<file path="src/hdl/fpdp_pkg.sv">
`timescale 1ns / 1ps

package fpdp_pkg;

    localparam int TICK_W   = 64;
    localparam int CFG_IDX_W = 1;
    localparam int CNT_W    = $clog2(TICK_W);

    // tdata of the request channel: now, phase, period, generation
    localparam int IN_DATA_W = 4 * TICK_W;

    localparam logic [CFG_IDX_W-1:0] CFG_MIN_GAP    = 1'b0;
    localparam logic [CFG_IDX_W-1:0] CFG_MAX_PERIOD = 1'b1;

    localparam logic [TICK_W-1:0] MIN_GAP_RESET    = 64'd250000000;
    localparam logic [TICK_W-1:0] MAX_PERIOD_RESET = 64'd1000000000;
    localparam logic [TICK_W-1:0] TICK_MAX         = {TICK_W{1'b1}};

    typedef struct packed {
        logic load_in;
        logic prep;
        logic limit;
        logic disc;
        logic div_start;
        logic grid;
        logic steady;
        logic clamp;
        logic clear;
        logic load_out;
    } fpdp_cmd_t;

    typedef struct packed {
        logic bypass;
        logic disc;
        logic anchor_gt;
        logic div_busy;
    } fpdp_status_t;

    // Saturating unsigned add.
    function automatic logic [TICK_W-1:0] sat_add(input logic [TICK_W-1:0] a,
                                                  input logic [TICK_W-1:0] b);
        logic [TICK_W:0] sum;
        sum = {1'b0, a} + {1'b0, b};
        return sum[TICK_W] ? TICK_MAX : sum[TICK_W-1:0];
    endfunction

endpackage

</file>
<file path="src/hdl/fpdp_ctrl.sv">
`timescale 1ns / 1ps

module fpdp_ctrl
    import fpdp_pkg::*;
(
    input  logic         clk,
    input  logic         rst_n,
    input  logic         in_valid,
    output logic         in_ready,
    output logic         out_valid,
    input  logic         out_ready,
    input  fpdp_status_t status,
    output fpdp_cmd_t    cmd
);

    typedef enum logic [10:0] {
        ST_IDLE   = 11'b000_0000_0001,
        ST_PREP   = 11'b000_0000_0010,
        ST_LIMIT  = 11'b000_0000_0100,
        ST_DISC   = 11'b000_0000_1000,
        ST_ROUTE  = 11'b000_0001_0000,
        ST_DIV    = 11'b000_0010_0000,
        ST_GRID   = 11'b000_0100_0000,
        ST_STEADY = 11'b000_1000_0000,
        ST_CLAMP  = 11'b001_0000_0000,
        ST_CLEAR  = 11'b010_0000_0000,
        ST_DONE   = 11'b100_0000_0000
    } fpdp_state_t;

    fpdp_state_t state_reg, state_next;
    logic        out_valid_reg, out_valid_next;

    always_comb
    begin
        state_next     = state_reg;
        out_valid_next = out_valid_reg && !out_ready;
        cmd            = '0;
        in_ready       = 1'b0;

        case (state_reg)
            ST_IDLE:
            begin
                in_ready    = 1'b1;
                cmd.load_in = in_valid;
                if (in_valid)
                    state_next = ST_PREP;
            end
            ST_PREP:
            begin
                cmd.prep   = 1'b1;
                state_next = status.bypass ? ST_CLEAR : ST_LIMIT;
            end
            ST_LIMIT:
            begin
                cmd.limit  = 1'b1;
                state_next = ST_DISC;
            end
            ST_DISC:
            begin
                cmd.disc   = 1'b1;
                state_next = ST_ROUTE;
            end
            ST_ROUTE:
            begin
                if (!status.disc)
                    state_next = ST_STEADY;
                else if (status.anchor_gt)
                    state_next = ST_GRID;
                else
                begin
                    cmd.div_start = 1'b1;
                    state_next    = ST_DIV;
                end
            end
            ST_DIV:
            begin
                if (!status.div_busy)
                    state_next = ST_GRID;
            end
            ST_GRID:
            begin
                cmd.grid   = 1'b1;
                state_next = ST_CLAMP;
            end
            ST_STEADY:
            begin
                cmd.steady = 1'b1;
                state_next = ST_CLAMP;
            end
            ST_CLAMP:
            begin
                cmd.clamp  = 1'b1;
                state_next = ST_DONE;
            end
            ST_CLEAR:
            begin
                cmd.clear  = 1'b1;
                state_next = ST_DONE;
            end
            ST_DONE:
            begin
                // hold until the output slot is free
                if (!out_valid_reg || out_ready)
                begin
                    cmd.load_out   = 1'b1;
                    out_valid_next = 1'b1;
                    state_next     = ST_IDLE;
                end
            end
            default:
            begin
                state_next = ST_IDLE;
            end
        endcase
    end

    always_ff @(posedge clk or negedge rst_n)
    begin
        if (!rst_n)
        begin
            state_reg     <= ST_IDLE;
            out_valid_reg <= 1'b0;
        end
        else
        begin
            state_reg     <= state_next;
            out_valid_reg <= out_valid_next;
        end
    end

    assign out_valid = out_valid_reg;

endmodule

</file>
<file path="config.mk">
export PLATFORM = sky130hd
export DESIGN_NAME = fpdp_ctrl
export DESIGN_NICKNAME = d
export VERILOG_FILES = /design/src/hdl/fpdp_pkg.sv /design/src/hdl/fpdp_ctrl.sv
export SDC_FILE = /design/constraint.sdc
export NUM_CORES = 1
export LEC_CHECK = 0
export ABC_AREA = 1
export BUFFER_PORTS_ARGS = -buffer_cell sky130_fd_sc_hd__buf_2
export CAP_MARGIN = 5
export CORE_AREA = 2 2 64 42
export CTS_BUF_LIST = sky130_fd_sc_hd__clkbuf_8
export DETAILED_ROUTE_END_ITERATION = 8
export DIE_AREA = 0 0 66 44
export REMOVE_ABC_BUFFERS = 1
export SETUP_SLACK_MARGIN = 0.4
export SLEW_MARGIN = 20
export SYNTH_ARGS = -nofsm -noshare
export SYNTH_HDL_FRONTEND = slang
export SYNTH_SLANG_ARGS = --single-unit
</file>
<file path="constraint.sdc">
create_clock -name clk -period 2 [get_ports clk]
set_input_delay 0.1 -clock clk [delete_from_list [all_inputs] [get_ports clk]]
set_output_delay 0.1 -clock clk [all_outputs]
set_load 0.02 [all_outputs]
</file>
Yosys cells after proc, flatten, opt, wreduce, memory -nomap -nowiden

Index checks and enable logic that the tools add are counted.

Register bits: 12
Latch bits: 0
Bits in writable memories: 0
Memory bits (read-only): 0
Input bits: 8
Output and inout port bits: 12
Logic and storage cells: 46
Memories kept: 0

$add $sub $neg: 0
$mul: 0
Divide/modulo/power cells: 0
Magnitude comparators: 0
Eq/ne operators: 14
Shift-type cells: 0
Mux-type cells: 23
Bitwise gates (word level): 0
Reductions and logical operators: 7

Operator list:

| cell                                                                     | count |
|---|---|
| 11-bit one-hot mux with 9 select lines                                   | 1 |
| 11-bit 2-to-1 mux                                                        | 4 |
| 1-bit 2-to-1 mux                                                         | 16 |
| 11-bit by 1-bit equality test with 1-bit output (second input constant)  | 1 |
| 11-bit by 10-bit equality test with 1-bit output (second input constant) | 1 |
| 11-bit equality test (second input constant)                             | 1 |
| 11-bit by 2-bit equality test with 1-bit output (second input constant)  | 1 |
| 11-bit by 3-bit equality test with 1-bit output (second input constant)  | 1 |
| 11-bit by 4-bit equality test with 1-bit output (second input constant)  | 1 |
| 11-bit by 5-bit equality test with 1-bit output (second input constant)  | 1 |
| 11-bit by 6-bit equality test with 1-bit output (second input constant)  | 1 |
| 11-bit by 7-bit equality test with 1-bit output (second input constant)  | 1 |
| 11-bit by 8-bit equality test with 1-bit output (second input constant)  | 1 |
| 11-bit by 9-bit equality test with 1-bit output (second input constant)  | 1 |
| 10-bit 2-to-1 mux                                                        | 1 |
| 7-bit 2-to-1 mux                                                         | 1 |
| 2-bit != test (second input constant)                                    | 3 |
| 2-bit OR reduction                                                       | 2 |
| 3-bit AND reduction                                                      | 1 |
| 1-bit zero test                                                          | 2 |
| 1-bit logical AND                                                        | 1 |
| 1-bit logical OR                                                         | 1 |

Logic depth before layout (Yosys ltp)

Gate-level depths: netlist of run 1.

Depth in word-level cells: 4
Mapped depth: 8
Mapped depth without buffers: 8

Worst setup path before layout of run 1

OpenSTA, ideal clock, no wires.

Kind: reg-to-output
Start: reg state_reg[5]
End: out cmd[1] in the netlist's numbering
Data arrival time: 1440 ps
Slack: 460 ps
Cell stages (with the launch flop): 6
Cell sequence: dfrtp_1 -> nor2_1 -> nand2_2 -> nor2_2 -> inv_1 -> nor4_1

RTL lines:

| what                   | RTL line         | source |
|---|---|---|
| from (decl)            | fpdp_ctrl.sv:30  | `fpdp_state_t state_reg, state_next;` |
| from (signal assigned) | fpdp_ctrl.sv:126 | `state_reg <= state_next;` |
| to (decl)              | fpdp_ctrl.sv:13  | `output fpdp_cmd_t cmd` |

==> results.yml, run 1 <==
outcome:
  status: "finished, final reports clean"
worst_setup_path:
  path_max_fanout: 4
  startpoint_type: "register"
  crit_buf_inv: 2
  cpPeakStageDelay_ns: 0.39
  crit_type: "reg -> out"
  critPathRequiredTime_ns: 1.90
  worstPathArrival_ns: 1.46
  path_delay_family: "simple AND/OR/NAND/NOR gates"
  critPathSlowestCell: "dfrtp_1"
  cp-end-kind: "output port"
  crit_path_cell_trace: "nor2_2 > nand2_2 > nor2_4 > inv_1 > nor4_1 > buf_2"
detailed_routing:
  num_vias: 737
  wirelength_um: 1700
  drc: 0
  antenna_left: 0
  vias_per_cell: 4.39
  wl_per_cell_um: 10.1
  drtIter0Drc: 14
  drt_pass1_iterations: 4
power_and_ir_drop:
  cellLeakagePower_nw: 0.574
  peakVddDrop_mv: 0.485
  powerDensity_mw_per_mm2: 1010
grt:
  grt_pass1_vias: 616
  grt_max_degree: 13
  globalRouteOverflowTotal: 0
  grt_pass1_wl_um: 2620
  grt.total_usage_pct: 12.3
  antenna_found_initial: 0
yosys:
  synth_area_leaders: "dfrtp_1 (36%), inv_1 (11%), nand2_1 (9.3%)"
  synth.most_common_cell: "inv_1"
  syn-cell-area_um2: 769
  async_flop_share_pct: 100
  synth_top_area_share_pct: 35.8
  syn_avg_cell_area_um2: 7.12
  synthFlopType: "dfrtp_1"
  synth_seq_cells: 12
  syn_inst: 108
  ys_top_cells_by_count: "inv_1 (23), nand2_1 (19), nor2_1 (18)"
  ys_seq_area_share_pct: 39.2
  synth_warnings: 0
  synthDistinctLibCells: 21
  synth_edf_count: 0
  yosys.area.top_type: "dfrtp_1"
floorplan:
  die_area_mm2: 0.00290
  core_mm2: 0.00235
  die_w_um: 66
  rows: 14
  pin_count: 20
  die_h_um: 44
  start_util_pct: 32.8
timing:
  rsz0062_at_grt: "true"
  setup_viol: 0
  max_slew.worst_pin.slew_ns: 0.272
  finalHoldViolations: 0
  fin_setup_tns_ns: 0
  fin_worst_skew_ns: 0.00590
  fmax_mhz: 641
  period_share_pct: 78.0
  drv_slew: 0
  period_needed_ns: 1.56
  slew_headroom_pct: 81.8
job:
  drv_cap: 0
clocking:
  clkLatencyLatePin_ns: 0.24
  clock-root-buffer: "clkbuf_8"
  htreeDepth: 1
  numCtsBuffers: 3
  cts.path.max_buffers: 2
  path_clk_slew_ns: 0.05
  clock-sinks: 12
  tritoncts: "built"
cells_and_area:
  final_nets: 145
  n_antenna_cell: 0
  area_growth_pct: 35.9
  largest_reg_flops: 11
  layout-drive-gt1-share_pct: 36.0
  fin_util_pct: 44.6
placed_design:
  gp_congestion: 0.855
  dpl.hpwl_um: 1330
  port_buffers: 19
hold_path:
  holdCritPathClass: "in -> reg"
routing by layer:
metal	track usage, %	share of wire, %	routed length (um)
met5	0	0	0
met4	1.22	0	0
met3	6.23	7.3	124
met2	19.0	46	782
met1	16.2	47	794
stage by stage:
stage	cells	hold WS, ns	area, um^2	power (W)	setup WS, ns
after floorplan	108	-0.196	769	0.000665	0.460
after global placement	159	-0.00126	905	0.000757	0.593
after detailed placement	159	-0.00690	905	0.000770	0.580
after CTS	166	0.0184	980	0.00100	0.410
after global routing	168	0.0163	1050	0.00115	0.318
final	168	0.0228	1050	0.00106	0.439
area by class of cell:
| cell class | count | area, um^2 |
|---|---|---|
| Sequential cell | 12 | 303 |
| Fill cell | 245 | 1300 |
| Clock buffer | 3 | 41.3 |
| Inverter | 23 | 86.3 |
| Multi-Input combinational cell | 73 | 429 |
| Timing Repair Buffer | 24 | 143 |
| Clock inverter | 1 | 3.75 |
| Tap cell | 32 | 40.0 |
path summary, 6_finish.rpt:
check                              from           end  slack, ns  cells after the start
setup / recovery           state_reg[6]        cmd[1]       0.44                      6
hold / removal                status[3]  state_reg[2]       0.02                      2
setup reg to reg           state_reg[0]  state_reg[0]       0.61                      8
hold reg to reg               out_valid     out_valid       0.56                      2
max in group asynchronous         rst_n  state_reg[0]       1.45                      2
min in group asynchronous         rst_n     out_valid       0.27                      2
report_power, final:
| part | leakage [nW] | switching [W] | total (W) | internal, W |
|---|---|---|---|---|
| clock network | 0.0269 | 0.0000797 | 0.000214 | 0.000134 |
| registers | 0.161 | 0.0000265 | 0.000309 | 0.000283 |
| logic | 0.385 | 0.000341 | 0.000536 | 0.000195 |
| total | 0.574 | 0.000447 | 0.00106 | 0.000612 |
timing repair:
item	4_1_cts	5_1_grt
hold buffers	1	0
setup endpoints to repair	2	9
pin swaps	1	4
gates resized for setup	2	14
hold endpoints to repair	11	0
buffers inserted	2	2
cells in the final DEF, fill, tap and decap left out, drive strengths merged:
cell type and count:
a21oi 1, buf 23, clkbuf 3, dfrtp 11, dfstp 1, dlygate4sd3 1
inv 24, nand2 23, nand3 4, nand4 1, nor2 24, nor3 12
nor3b 1, nor4 2, o21a 1, o21ai 3, o31ai 1
kinds of logic after synthesis:
group | after synthesis | synth area share [%]
AOI/OAI and AO/OA | 6 | 5.20
DFF | 12 | 39.2
and+or+nand+nor | 67 | 44.4
buffers and inverters | 23 | 11.2
Note: power is estimated with default switching activity, not from simulation.
==> run 2, diff against run 1 <==
Clock period 2 ns to 1.3 ns, I/O delays scaled along.
==> results.yml, run 2 (synthesized netlist as in run 1, its figures left out) <==
timing:
  period_share_pct: 119
  slew_headroom_pct: 81.0
  setup_viol: 17
  drv_slew: 0
  worst_slack_ns: -0.243
  whs_ns: 0.00633
  rsz0062_at_grt: "true"
  fin_worst_skew_ns: 0.00547
  max_slew.worst_pin.slew_ns: 0.285
  fmax_mhz: 648
  finalHoldViolations: 0
  period_needed_ns: 1.54
floorplan:
  die_area_mm2: 0.00290
  rows: 14
  start_util_pct: 32.8
  die_w_um: 66
  core_mm2: 0.00235
  pin_count: 20
  die_h_um: 44
detailed_routing:
  num_vias: 868
  drt_pass1_iterations: 4
  drc: 0
  wl_per_cell_um: 12.4
  vias_per_cell: 4.54
  wirelength_um: 2370
  antenna_left: 0
  drtIter0Drc: 8
power_and_ir_drop:
  internal_power_w: 0.00136
  finalPower_w: 0.00238
  power_frac_clock_pct: 14.6
  cellLeakagePower_nw: 0.736
  powerDensity_mw_per_mm2: 1600
  p_sw_w: 0.00102
  comb_power_share_pct: 65.1
  peakVddDrop_mv: 1.19
  p_sw_share_pct: 43.0
  pwr-share-seq_pct: 20.4
clocking:
  clkLatencyLatePin_ns: 0.24
  clock-sinks: 12
  htreeDepth: 1
  clock-root-buffer: "clkbuf_8"
  numCtsBuffers: 3
  tritoncts: "built"
  path_clk_slew_ns: 0.06
  cts.path.max_buffers: 2
cells_and_area:
  final_nets: 168
  layout-drive-gt1-share_pct: 66.7
  layout.cells.non_filler: 191
  multiInputGateArea_um2: 614
  largest_reg_flops: 11
  area_growth_pct: 93.7
  fillCellCount: 221
  n_antenna_cell: 0
  ff_latch_area_um2: 302
  final_common_cell: "buf_4"
  mostFrequentLayoutCells: "buf_4 (21), inv_1 (17), buf_6 (14)"
grt:
  grt_max_degree: 13
  grt_pass1_wl_um: 3680
  grt.total_usage_pct: 17.3
  antenna_found_initial: 0
  grt_pass1_vias: 870
  globalRouteOverflowTotal: 0
worst_setup_path:
  reg2reg_from: "state_reg[3]"
  worstPathArrival_ns: 1.48
  r2r-end: "state_reg[0]"
  path_max_fanout: 4
  reg2reg_slack_ns: -0.22
  critPathLaunch: "state_reg[3]"
  crit_type: "reg -> out"
  critPathRequiredTime_ns: 1.24
  startpoint_type: "register"
  cp-end-kind: "output port"
  r2r_cells: 11
  cp-endpoint: "cmd[5]"
job:
  drv_cap: 0
placed_design:
  dp.cells: 169
  dp_slack_ns: -0.0680
  dpl.hpwl_um: 1400
  gp_congestion: 0.825
  port_buffers: 19
outcome:
  violations: "setup timing"
  status: "finished with violations"
hold_path:
  holdCritPathClass: "in -> reg"
run 2: worst min-delay path by stage:
stage               depth (start not counted)  startpoint         to
floorplan                                   0       rst_n  out_valid
global placement                            1       rst_n  out_valid
detailed placement                          1       rst_n  out_valid
CTS                                         2   out_ready  out_valid
global route                                2   out_ready  out_valid
finish                                      2   out_ready  out_valid
run 2: final cells by class:
type                       instances  area share (%)
timing repair buffer              47            26.9
clock buffer                       3            2.77
sequential                        12            20.2
clock inverter                     1           0.252
multi-input combinational         73            41.2
tap                               32            2.69
inverter                          23            5.96
run 2: worst max-delay path: stages (launching register included):
cell	delay (ns)
dfrtp_1	0.39
nor2_2	0.15
nand2_4	0.09
buf_12	0.13
nor2_8	0.12
nand2_2	0.09
nor3_2	0.11
buf_4	0.16
run 2: per-layer routing:
layer / share of wire, % / vias to the layer above / wire [um] / GRT usage [%]
met4: 0.25 / 0 / 6 / 2.45
met3: 6.0 / 2 / 142 / 6.49
met2: 53 / 24 / 1260 / 31.1
li1: - / 437 / - / -
met5: 0 / - / 0 / 0
met1: 40 / 405 / 953 / 20.4
run 2: power by group through the flow:
stage          Sequential [W]  Combinational (W)  Clock, W
2_1_floorplan        0.000474           0.000548         0
3_3_place_gp         0.000473           0.000741         0
3_5_place_dp         0.000473           0.000769         0
4_1_cts              0.000468            0.00131  0.000349
5_1_grt              0.000491            0.00166  0.000372
6_report             0.000485            0.00155  0.000347
run 2: per-stage QoR:
step                      TNS [ns]  utilization [%]  cell area, um^2
after floorplan             -0.797                -              769
after global placement     -0.0604             41.7              980
after detailed placement    -0.186             41.7              980
after CTS                    -2.21             55.5             1300
after global routing         -4.16             63.5             1490
final                        -2.80             63.5             1490
run 2: repair_timing:
action / in CTS / in global routing
buffers inserted: 11 / 5
hold endpoints to repair: 13 / 0
pin swaps: 14 / 12
resized for setup: 50 / 36
setup endpoints to repair: 23 / 23
hold buffers: 2 / 0
